<file path="src/design/emc_pkg.sv">
// ----------------------------------------------------------------------------
// emc_pkg
// Shared types and constants of the modular elgamal engine.
// ----------------------------------------------------------------------------
package emc_pkg;
  localparam int FIELD_W       = 63;
  localparam int MOD_WIDTH_DEF = 63;

  localparam logic [1:0] MODE_ENC    = 2'd0;
  localparam logic [1:0] MODE_DEC    = 2'd1;
  localparam logic [1:0] MODE_KEY    = 2'd2;
  localparam logic [1:0] MODE_UNUSED = 2'd3;

  localparam logic [1:0] REG_MODULUS = 2'd0;
  localparam logic [1:0] REG_GEN     = 2'd1;
  localparam logic [1:0] REG_PUB     = 2'd2;
  localparam logic [1:0] REG_PRIV    = 2'd3;

  typedef struct packed {
    logic [1:0]         mode;
    logic [FIELD_W-1:0] plain_value;
    logic [FIELD_W-1:0] nonce;
    logic [FIELD_W-1:0] cipher_first;
    logic [FIELD_W-1:0] cipher_second;
  } in_item_t;

  typedef struct packed {
    logic [FIELD_W-1:0] first_value;
    logic [FIELD_W-1:0] second_value;
  } out_item_t;

  // start request to the modular multiply unit and to the divider
  typedef struct packed {
    logic start;
  } mm_ctl_t;
endpackage

</file>
<file path="src/design/elgamal_modular_cipher_top.sv">
// ----------------------------------------------------------------------------
// elgamal_modular_cipher_top
// Modular elgamal engine: encrypt, decrypt, derive public key.
// ----------------------------------------------------------------------------
// One item at a time. All products and reductions run through one bit-serial
// modular multiplier (one multiplier bit a cycle) and one restoring divider
// that takes a 63-bit dividend one quotient bit a cycle. Square-and-multiply
// scans the 63-bit exponent from its low bit; encrypt does two
// exponentiations, decrypt adds the extended euclidean loop (one division
// and one product per step). in_stall is high from acceptance until the
// result has been transferred out. No clearing pass.
module elgamal_modular_cipher_top #(
  parameter int MOD_WIDTH = emc_pkg::MOD_WIDTH_DEF
) (
  input  logic                          clk,
  input  logic                          rst_n,
  input  logic                          in_valid,
  output logic                          in_stall,
  input  emc_pkg::in_item_t             in_data,
  output logic                          out_valid,
  input  logic                          out_stall,
  output emc_pkg::out_item_t            out_data,
  input  logic                          cfg_we,
  input  logic [1:0]                    cfg_index,
  input  logic [emc_pkg::FIELD_W-1:0]   cfg_wdata
);
  import emc_pkg::*;
  localparam int W = MOD_WIDTH;

  localparam logic [3:0] S_IDLE  = 4'd0;
  localparam logic [3:0] S_RED   = 4'd1;  // reduce an operand mod p
  localparam logic [3:0] S_PSTEP = 4'd2;  // exponent bit decision
  localparam logic [3:0] S_PMUL  = 4'd3;  // acc*base
  localparam logic [3:0] S_PSQR  = 4'd4;  // base*base
  localparam logic [3:0] S_NEXT  = 4'd5;  // sequence next phase
  localparam logic [3:0] S_EDIV  = 4'd6;  // euclid divide
  localparam logic [3:0] S_EMUL  = 4'd7;  // q*x0
  localparam logic [3:0] S_FMUL  = 4'd8;  // final product
  localparam logic [3:0] S_OUT   = 4'd9;
  localparam logic [3:0] S_ESTEP = 4'd10;

  logic [FIELD_W-1:0] mod_r, gen_r, pub_r, priv_r;
  logic [3:0]  st_r, st_nxt;
  logic [2:0]  ph_r, ph_nxt;    // phase within the item
  logic [3:0]  ret_r, ret_nxt;  // state after a reduction
  logic [1:0]  mode_r, mode_nxt;
  logic [W-1:0] p_r, p_nxt, acc_r, acc_nxt, base_r, base_nxt;
  logic [FIELD_W-1:0] exp_r, exp_nxt;
  logic [W-1:0] t1_r, t1_nxt, t2_r, t2_nxt;  // saved values between phases
  logic [FIELD_W-1:0] ra_r, ra_nxt, rb_r, rb_nxt, rc_r, rc_nxt;
  logic [W-1:0] ea_r, ea_nxt, em_r, em_nxt, x0_r, x0_nxt, x1_r, x1_nxt;
  logic [W-1:0] eq_r, eq_nxt;
  out_item_t   res_r, res_nxt;
  logic        ovld_r, ovld_nxt;

  mm_ctl_t mm_ctl, dv_ctl;
  logic [W-1:0] mm_a, mm_b, mm_prod, dv_den, dv_rem;
  logic [FIELD_W-1:0] dv_num, dv_quo;
  logic mm_done, dv_done;
  logic [FIELD_W-1:0] red_src;
  logic [W:0] x_sum;

  emc_mulmod #(.W(W)) u_mul (
    .clk, .rst_n, .ctl(mm_ctl), .a(mm_a), .b(mm_b), .p(p_r),
    .done(mm_done), .prod(mm_prod)
  );

  emc_redmod #(.W(W), .NW(FIELD_W)) u_div (
    .clk, .rst_n, .ctl(dv_ctl), .num(dv_num), .den(dv_den),
    .done(dv_done), .quo(dv_quo), .rem(dv_rem)
  );

  always_ff @(posedge clk) begin
    if (!rst_n) begin
      mod_r <= FIELD_W'(3); gen_r <= FIELD_W'(2);
      pub_r <= FIELD_W'(1); priv_r <= FIELD_W'(1);
    end else if (cfg_we) begin
      case (cfg_index)
        REG_MODULUS: mod_r  <= cfg_wdata;
        REG_GEN:     gen_r  <= cfg_wdata;
        REG_PUB:     pub_r  <= cfg_wdata;
        REG_PRIV:    priv_r <= cfg_wdata;
        default:     mod_r  <= mod_r;
      endcase
    end
  end

  // full field-width operand, reduced mod p by the divider
  assign red_src = ra_r;

  always_comb begin
    st_nxt = st_r; ph_nxt = ph_r; ret_nxt = ret_r; mode_nxt = mode_r;
    p_nxt = p_r; acc_nxt = acc_r; base_nxt = base_r; exp_nxt = exp_r;
    t1_nxt = t1_r; t2_nxt = t2_r; ra_nxt = ra_r; rb_nxt = rb_r; rc_nxt = rc_r;
    ea_nxt = ea_r; em_nxt = em_r; x0_nxt = x0_r; x1_nxt = x1_r; eq_nxt = eq_r;
    res_nxt = res_r; ovld_nxt = ovld_r;
    mm_ctl = '0; dv_ctl = '0;
    mm_a = acc_r; mm_b = base_r;
    dv_num = red_src; dv_den = p_r;
    x_sum = '0;
    case (st_r)
      S_IDLE: begin
        if (in_valid) begin
          mode_nxt = in_data.mode;
          p_nxt = W'(mod_r);
          ph_nxt = 3'd0;
          res_nxt = '0;
          if (W'(mod_r) < W'(2) || in_data.mode == MODE_UNUSED) begin
            st_nxt = S_OUT; ovld_nxt = 1'b1;
          end else begin
            case (in_data.mode)
              MODE_ENC: begin
                ra_nxt = gen_r; exp_nxt = in_data.nonce;
                rb_nxt = in_data.plain_value; rc_nxt = in_data.nonce;
              end
              MODE_DEC: begin
                ra_nxt = in_data.cipher_first; exp_nxt = priv_r;
                rb_nxt = in_data.cipher_second;
              end
              default: begin
                ra_nxt = gen_r; exp_nxt = priv_r;
              end
            endcase
            st_nxt = S_RED; ret_nxt = S_PSTEP; dv_ctl.start = 1'b0;
          end
        end
      end
      S_RED: begin
        // first cycle launches, waits for quotient/remainder
        if (ph_r[0] == 1'b0 && !dv_done) begin
          ph_nxt[0] = 1'b1;
          dv_num = red_src;
          dv_ctl.start = 1'b1;
        end else if (dv_done) begin
          ph_nxt[0] = 1'b0;
          base_nxt = dv_rem; acc_nxt = W'(1);
          st_nxt = ret_r;
        end
      end
      S_PSTEP: begin
        if (exp_r == '0) begin
          st_nxt = S_NEXT;
        end else if (exp_r[0]) begin
          mm_a = acc_r; mm_b = base_r; mm_ctl.start = 1'b1; st_nxt = S_PMUL;
        end else begin
          mm_a = base_r; mm_b = base_r; mm_ctl.start = 1'b1; st_nxt = S_PSQR;
        end
      end
      S_PMUL: begin
        if (mm_done) begin
          acc_nxt = mm_prod;
          mm_a = base_r; mm_b = base_r; mm_ctl.start = 1'b1; st_nxt = S_PSQR;
        end
      end
      S_PSQR: begin
        if (mm_done) begin
          base_nxt = mm_prod; exp_nxt = exp_r >> 1; st_nxt = S_PSTEP;
        end
      end
      S_NEXT: begin
        case (mode_r)
          MODE_ENC: begin
            case (ph_r[2:1])
              2'd0: begin
                t1_nxt = acc_r; ra_nxt = pub_r; exp_nxt = rc_r;
                ph_nxt = 3'b010; st_nxt = S_RED; ret_nxt = S_PSTEP;
              end
              2'd1: begin
                t2_nxt = acc_r; ra_nxt = rb_r;
                ph_nxt = 3'b100; st_nxt = S_RED; ret_nxt = S_NEXT;
              end
              default: begin
                // base holds m mod p
                mm_a = base_r; mm_b = t2_r; mm_ctl.start = 1'b1;
                st_nxt = S_FMUL;
              end
            endcase
          end
          MODE_DEC: begin
            case (ph_r[2:1])
              2'd0: begin
                // s in acc; set up euclid
                ea_nxt = acc_r; em_nxt = p_r; x0_nxt = '0; x1_nxt = W'(1);
                ph_nxt = 3'b010; st_nxt = S_ESTEP;
              end
              2'd1: begin
                t1_nxt = x1_r; ra_nxt = rb_r;
                ph_nxt = 3'b100; st_nxt = S_RED; ret_nxt = S_NEXT;
              end
              default: begin
                mm_a = base_r; mm_b = t1_r; mm_ctl.start = 1'b1;
                st_nxt = S_FMUL;
              end
            endcase
          end
          default: begin
            res_nxt.first_value = FIELD_W'(acc_r);
            ovld_nxt = 1'b1; st_nxt = S_OUT;
          end
        endcase
      end
      S_ESTEP: begin
        if (ea_r <= W'(1)) begin
          // x1 below p except the initial 1, which p >= 2 keeps
          st_nxt = S_NEXT;
        end else if (em_r == '0) begin
          x1_nxt = '0; st_nxt = S_NEXT;
        end else begin
          dv_num = FIELD_W'(ea_r); dv_den = em_r; dv_ctl.start = 1'b1; st_nxt = S_EDIV;
        end
      end
      S_EDIV: begin
        dv_num = FIELD_W'(ea_r); dv_den = em_r;
        if (dv_done) begin
          eq_nxt = W'(dv_quo);
          ea_nxt = em_r; em_nxt = dv_rem;
          // q stays below p: the dividend never exceeds p and the divisor is
          // at least two whenever the dividend is p
          mm_a = x0_r; mm_b = W'(dv_quo);
          mm_ctl.start = 1'b1; st_nxt = S_EMUL;
        end
      end
      S_EMUL: begin
        mm_a = x0_r; mm_b = eq_r;
        if (mm_done) begin
          x_sum = {1'b0, x1_r} + {1'b0, p_r} - {1'b0, mm_prod};
          x0_nxt = (x_sum >= {1'b0, p_r}) ? W'(x_sum - {1'b0, p_r}) : W'(x_sum);
          x1_nxt = x0_r;
          st_nxt = S_ESTEP;
        end
      end
      S_FMUL: begin
        if (mm_done) begin
          if (mode_r == MODE_ENC) begin
            res_nxt.first_value = FIELD_W'(t1_r);
            res_nxt.second_value = FIELD_W'(mm_prod);
          end else begin
            res_nxt.first_value = FIELD_W'(mm_prod);
          end
          ovld_nxt = 1'b1; st_nxt = S_OUT;
        end
      end
      S_OUT: begin
        if (!out_stall) begin
          ovld_nxt = 1'b0; st_nxt = S_IDLE;
        end
      end
      default: st_nxt = S_IDLE;
    endcase
  end

  always_ff @(posedge clk) begin
    if (!rst_n) begin
      st_r <= S_IDLE; ovld_r <= 1'b0; ph_r <= '0;
    end else begin
      st_r <= st_nxt; ovld_r <= ovld_nxt; ph_r <= ph_nxt;
    end
    ret_r <= ret_nxt; mode_r <= mode_nxt; p_r <= p_nxt; acc_r <= acc_nxt;
    base_r <= base_nxt; exp_r <= exp_nxt; t1_r <= t1_nxt; t2_r <= t2_nxt;
    ra_r <= ra_nxt; rb_r <= rb_nxt; rc_r <= rc_nxt; ea_r <= ea_nxt;
    em_r <= em_nxt; x0_r <= x0_nxt; x1_r <= x1_nxt; eq_r <= eq_nxt;
    res_r <= res_nxt;
  end

  assign in_stall  = (st_r != S_IDLE);
  assign out_valid = ovld_r;
  assign out_data  = res_r;
endmodule

</file>
<file path="src/design/emc_mulmod.sv">
// ----------------------------------------------------------------------------
// emc_mulmod
// Bit-serial double-and-add modular multiplier, one multiplier bit a cycle.
// ----------------------------------------------------------------------------
module emc_mulmod #(
  parameter int W = 63
) (
  input  logic               clk,
  input  logic               rst_n,
  input  emc_pkg::mm_ctl_t   ctl,
  input  logic [W-1:0]       a,
  input  logic [W-1:0]       b,
  input  logic [W-1:0]       p,
  output logic               done,
  output logic [W-1:0]       prod
);
  import emc_pkg::*;

  logic [W-1:0] a_r, a_nxt, b_r, b_nxt, acc_r, acc_nxt;
  logic         busy_r, busy_nxt, done_r, done_nxt;
  logic [W:0]   sum_acc, sum_dbl;

  // operands are already below p
  always_comb begin
    a_nxt = a_r; b_nxt = b_r; acc_nxt = acc_r;
    busy_nxt = busy_r; done_nxt = 1'b0;
    sum_acc = {1'b0, acc_r} + {1'b0, a_r};
    sum_dbl = {1'b0, a_r} + {1'b0, a_r};
    if (ctl.start) begin
      a_nxt = a; b_nxt = b; acc_nxt = '0; busy_nxt = 1'b1;
    end else if (busy_r) begin
      if (b_r == '0) begin
        busy_nxt = 1'b0; done_nxt = 1'b1;
      end else begin
        if (b_r[0]) begin
          acc_nxt = (sum_acc >= {1'b0, p}) ? W'(sum_acc - {1'b0, p}) : W'(sum_acc);
        end
        a_nxt = (sum_dbl >= {1'b0, p}) ? W'(sum_dbl - {1'b0, p}) : W'(sum_dbl);
        b_nxt = b_r >> 1;
      end
    end
  end

  always_ff @(posedge clk) begin
    if (!rst_n) begin
      busy_r <= 1'b0; done_r <= 1'b0;
    end else begin
      busy_r <= busy_nxt; done_r <= done_nxt;
    end
    a_r <= a_nxt; b_r <= b_nxt; acc_r <= acc_nxt;
  end

  assign done = done_r;
  assign prod = acc_r;
endmodule

</file>
<file path="src/design/emc_redmod.sv">
// ----------------------------------------------------------------------------
// emc_redmod
// Restoring divider: quotient and remainder, one quotient bit a cycle.
// ----------------------------------------------------------------------------
module emc_redmod #(
  parameter int W  = 63,
  parameter int NW = 63
) (
  input  logic               clk,
  input  logic               rst_n,
  input  emc_pkg::mm_ctl_t   ctl,
  input  logic [NW-1:0]      num,
  input  logic [W-1:0]       den,
  output logic               done,
  output logic [NW-1:0]      quo,
  output logic [W-1:0]       rem
);
  import emc_pkg::*;
  localparam int CW = $clog2(NW + 1);

  logic [NW-1:0] q_r, q_nxt;
  logic [W-1:0]  d_r, d_nxt;
  logic [W:0]    r_r, r_nxt, trial;
  logic [CW-1:0] cnt_r, cnt_nxt;
  logic          busy_r, busy_nxt, done_r, done_nxt;

  always_comb begin
    q_nxt = q_r; d_nxt = d_r; r_nxt = r_r; cnt_nxt = cnt_r;
    busy_nxt = busy_r; done_nxt = 1'b0;
    trial = {r_r[W-1:0], q_r[NW-1]};
    if (ctl.start) begin
      q_nxt = num; d_nxt = den; r_nxt = '0; cnt_nxt = CW'(NW); busy_nxt = 1'b1;
    end else if (busy_r) begin
      if (trial >= {1'b0, d_r}) begin
        r_nxt = trial - {1'b0, d_r};
        q_nxt = {q_r[NW-2:0], 1'b1};
      end else begin
        r_nxt = trial;
        q_nxt = {q_r[NW-2:0], 1'b0};
      end
      cnt_nxt = cnt_r - 1'b1;
      if (cnt_r == CW'(1)) begin
        busy_nxt = 1'b0; done_nxt = 1'b1;
      end
    end
  end

  always_ff @(posedge clk) begin
    if (!rst_n) begin
      busy_r <= 1'b0; done_r <= 1'b0; cnt_r <= '0;
    end else begin
      busy_r <= busy_nxt; done_r <= done_nxt; cnt_r <= cnt_nxt;
    end
    q_r <= q_nxt; d_r <= d_nxt; r_r <= r_nxt;
  end

  assign done = done_r;
  assign quo  = q_r;
  assign rem  = W'(r_r);
endmodule

</file>
<file path="config.mk">
export PLATFORM = sky130hd
export DESIGN_NAME = elgamal_modular_cipher_top
export DESIGN_NICKNAME = d
export VERILOG_FILES = /design/src/design/emc_pkg.sv /design/src/design/elgamal_modular_cipher_top.sv /design/src/design/emc_mulmod.sv /design/src/design/emc_redmod.sv
export SDC_FILE = /design/constraint.sdc
export NUM_CORES = 2
export LEC_CHECK = 0
export ABC_AREA = 0
export BUFFER_PORTS_ARGS = -buffer_cell sky130_fd_sc_hd__buf_2
export CAP_MARGIN = 15
export CORE_ASPECT_RATIO = 1.4
export CORE_UTILIZATION = 45
export DETAILED_ROUTE_END_ITERATION = 16
export GPL_TIMING_DRIVEN = 0
export PLACE_DENSITY_LB_ADDON = 0.25
export SETUP_SLACK_MARGIN = 0.4
export SYNTH_ARGS = -nofsm -noshare
export SYNTH_HDL_FRONTEND = slang
export SYNTH_SLANG_ARGS = --single-unit
</file>
<file path="constraint.sdc">
create_clock -name clk -period 12.6 [get_ports clk]
set_clock_uncertainty 0.1 [all_clocks]
set_input_delay 1.89 -clock clk [delete_from_list [all_inputs] [get_ports clk]]
set_output_delay 1.89 -clock clk [all_outputs]
set_load 0.01 [all_outputs]
</file>
==> results.toml <==
[final_layout]
multi_input_area_um2 = 45100
regArea_um2 = 45900
n_fill_cell = 19600
nets = 11200
areaGrowthSynthToFinish_pct = 13.9
largest_reg_flops = 126
drive_above_1_share_pct = 10.8
postLayoutCellArea_um2 = 108000

[logic_synthesis]
synth_cells = 9677
ys.warnings.count = 0
synthesis.nets = 10500
ys_seq_area_share_pct = 48.4
synth_edf_count = 1264
netlist.area_leader.share_pct = 40.0
yosys.area.top_type = "edfxtp_1"
ys_seq_elements = 1660
synth.area.top_cells = "edfxtp_1, dfxtp_1, nand2_1"
synthesis.area_um2 = 94900
async_flop_share_pct = 0
synthFlopType = "edfxtp_1"
synthDistinctLibCells = 88
syn_area_per_cell_um2 = 9.80

[worst_hold_path]
hp-class = "reg2reg"
holdPathEnd = "gen_r[11]$_SDFFE_PN0P_"
hold_depth = 2
hold_start = "gen_r[11]$_SDFFE_PN0P_"

[route]
vias_per_cell = 5.94
drtIter0Drc = 7094
routed_wirelength_mm = 395
dr.pass1.iters = 9
drc = 0
drtAntennaViolNets = 0
num_vias = 79600
drt-wirelength-per-cell_um = 29.5

[timing]
relSlewSlack_pct = 8.91
finalHoldViolCount = 0
period_needed_ns = 10.55
holdWs_ns = 0.350
fin_ws_ns = 2.05
post-route-period-util_pct = 83.7
setup_tns_ns = 0
worst_slew_pin_slew_ns = 1.37
rsz0062_at_grt = "no"
fmax_ghz = 0.0948
setup_viol_count_final = 0
slew_viol_final = 0

[place]
io_buffers = 450
dpl_worst_slack_ns = 2.33
place.gp.congestion = 1.01
hpwlAfterDp_mm = 329
dpl-instance-area_um2 = 102000

[clock_tree]
numCtsBuffers = 174
cts_tree = "yes"
cts.sinks = 1660
clk_pin_slew_ns = 0.07
post_cts_buffers = 0
post_cts_resized = 0
cts_root_buf = "clkbuf_16"
insertion_delay_ns = 0.87
cts_max_level = 4
clockBufferDepth = 4
hold_buffers = 0

[floorplanning]
die_h_um = 545
num_rows = 199
initial_utilization_pct = 45.2
die-area_um2 = 213000
die_w_um = 390
coreArea_um2 = 210000
io_pins = 452

[grt]
antenna_found_initial = 30
track_usage_pct = 36.2
grt_pass1_vias = 79800
globalRouteOverflowTotal = 0
grt_max_degree = 66
grt_pass1_wl_mm = 551

[worst_setup_path]
crit_path_end_kind = "flip-flop"
r2r_cells = 28
cp_common_cell = "a21oi_1"
worstPathMaxFanout = 10
regToRegSetupSlack_ns = 2.05
critPathKind = "reg2reg"
startpoint_type = "flip-flop"
arrival_ns = 11.08
crit_path_top_delay_cell = "nor3_1"
max_stage_delay_ns = 0.90
r2r-start = "p_r[1]$_DFFE_PP_"
critical_path_required_ns = 13.14
r2r-end = "x0_r[6]$_SDFFCE_PN0P_"

[run]
maxCapViolCount = 0

[status]
status = "complete, no violations"
[final cells by class]
| type | instances | share of cell area, % |
|---|---|---|
| diodes | 27 | 0.0625 |
| plain buffers | 614 | 2.20 |
| clock inverters | 102 | 1.00 |
| flip-flops and latches | 1660 | 42.5 |
| multi-input cells | 6956 | 41.8 |
| inverters | 447 | 1.55 |
| clock buffers | 212 | 4.30 |
| well taps | 2814 | 3.26 |
| repair buffers | 565 | 3.40 |
[worst max-delay path: cells and delay by family (launching register included)]
family	cells	cell delay (ns)
xor gates and xnor gates	1	0.19
AOI/OAI and AO/OA	15	4.85
and+or+nand+nor	5	1.81
adders and majority gates	3	1.30
buffers and inverters	4	1.37
DFF	1	0.62
[cells by family (layout without fill, tap and decap cells)]
logic type / after synthesis / after routing / share of synthesized area (%)
AOI/OAI and AO/OA: 2764 / 2764 / 18.4
xor gates and xnor gates: 333 / 333 / 3.07
adders and majority gates: 449 / 449 / 6.46
buffers and inverters: 1061 / 1940 / 4.25
DFF: 1660 / 1660 / 48.4
muxes: 532 / 532 / 5.87
other: 0 / 27 / 0
and+or+nand+nor: 2878 / 2878 / 13.6
[worst max-delay path by stage]
stage | from | end | slack [ns] | depth (start not counted)
2_1_floorplan | in_data[252] | exp_r[0]$_DFFE_PP_ | 2.69 | 3
6_report | p_r[1]$_DFFE_PP_ | x0_r[6]$_SDFFCE_PN0P_ | 2.05 | 28
3_5_place_dp | p_r[1]$_DFFE_PP_ | x0_r[62]$_SDFFCE_PN0P_ | 2.33 | 29
3_3_place_gp | mode_r[0]$_DFFE_PP_ | exp_r[57]$_DFFE_PP_ | -2.71 | 6
4_1_cts | p_r[1]$_DFFE_PP_ | x0_r[56]$_SDFFCE_PN0P_ | 2.24 | 28
5_1_grt | p_r[1]$_DFFE_PP_ | x0_r[53]$_SDFFCE_PN0P_ | 1.99 | 29
[stage by stage]
| step | instances | utilization [%] |
|---|---|---|
| after floorplan | 9677 | - |
| after global placement | 12900 | 48.0 |
| after detailed placement | 13100 | 48.8 |
| after CTS | 13400 | 51.5 |
| after global routing | 13400 | 51.5 |
| final | 13400 | 51.5 |
[layout by cell type (no fill, tap or decap), types with 34 or more instances in the layout]
master / count
inv_1: 444
mux2i_1: 339
a21o_1: 226
nor2b_1: 118
a32oi_1: 63
dfxtp_1: 396
xor2_1: 134
nor3_1: 71
nor2_1: 403
and2_1: 84
clkbuf_16: 177
a221o_1: 67
o21a_1: 56
a21boi_0: 96
o211ai_1: 38
o21bai_1: 81
a222oi_1: 65
buf_2: 480
a311oi_1: 40
mux2_2: 193
edfxtp_1: 1264
buf_4: 46
nand2b_1: 46
a211oi_1: 137
buf_1: 34
ha_1: 381
a31oi_1: 139
clkinv_2: 36
nand4_1: 129
clkbuf_1: 568
and3_1: 163
o21ai_0: 682
nand2_1: 1572
a21oi_1: 863
fa_1: 68
nand3_1: 99
nor4_1: 93
xnor2_1: 199
[synth_stat cells, types with 11 or more instances]
cell / instances
nand2_1: 1575
edfxtp_1: 1264
a21oi_1: 864
o21ai_0: 682
clkbuf_1: 553
inv_1: 445
nor2_1: 406
dfxtp_1: 396
ha_1: 381
mux2i_1: 339
a21o_1: 227
xnor2_1: 199
mux2_2: 193
and3_1: 163
a31oi_1: 139
a211oi_1: 138
xor2_1: 134
nand4_1: 129
nor2b_1: 118
nor4_1: 106
nand3_1: 99
a21boi_0: 96
and2_1: 84
o21bai_1: 81
nor3_1: 76
fa_1: 68
a221o_1: 67
a222oi_1: 65
a32oi_1: 63
o21a_1: 56
nand2b_1: 46
a311oi_1: 40
o211ai_1: 38
buf_1: 35
a221oi_1: 21
buf_2: 20
or3_1: 20
o31ai_1: 18
o21ai_1: 17
or2_2: 14
o2111ai_1: 12
o22ai_1: 11
o31a_1: 11
o41ai_1: 11
[per-layer routing]
metal  global-route usage (%)  wire length (µm)  vias up  share of wire [%]
met4                     29.9             38100       14                9.6
met1                     40.5            143000    38500                 36
met5                        0                92        -              0.023
li1                         -                 -    36900                  -
met2                     62.1            192000     3329                 49
met3                     3.76             21800      827                5.5
Power is left out: the tool's default activity adds up to more than one toggle a clock period on the data nets, which glitch-free logic cannot reach.
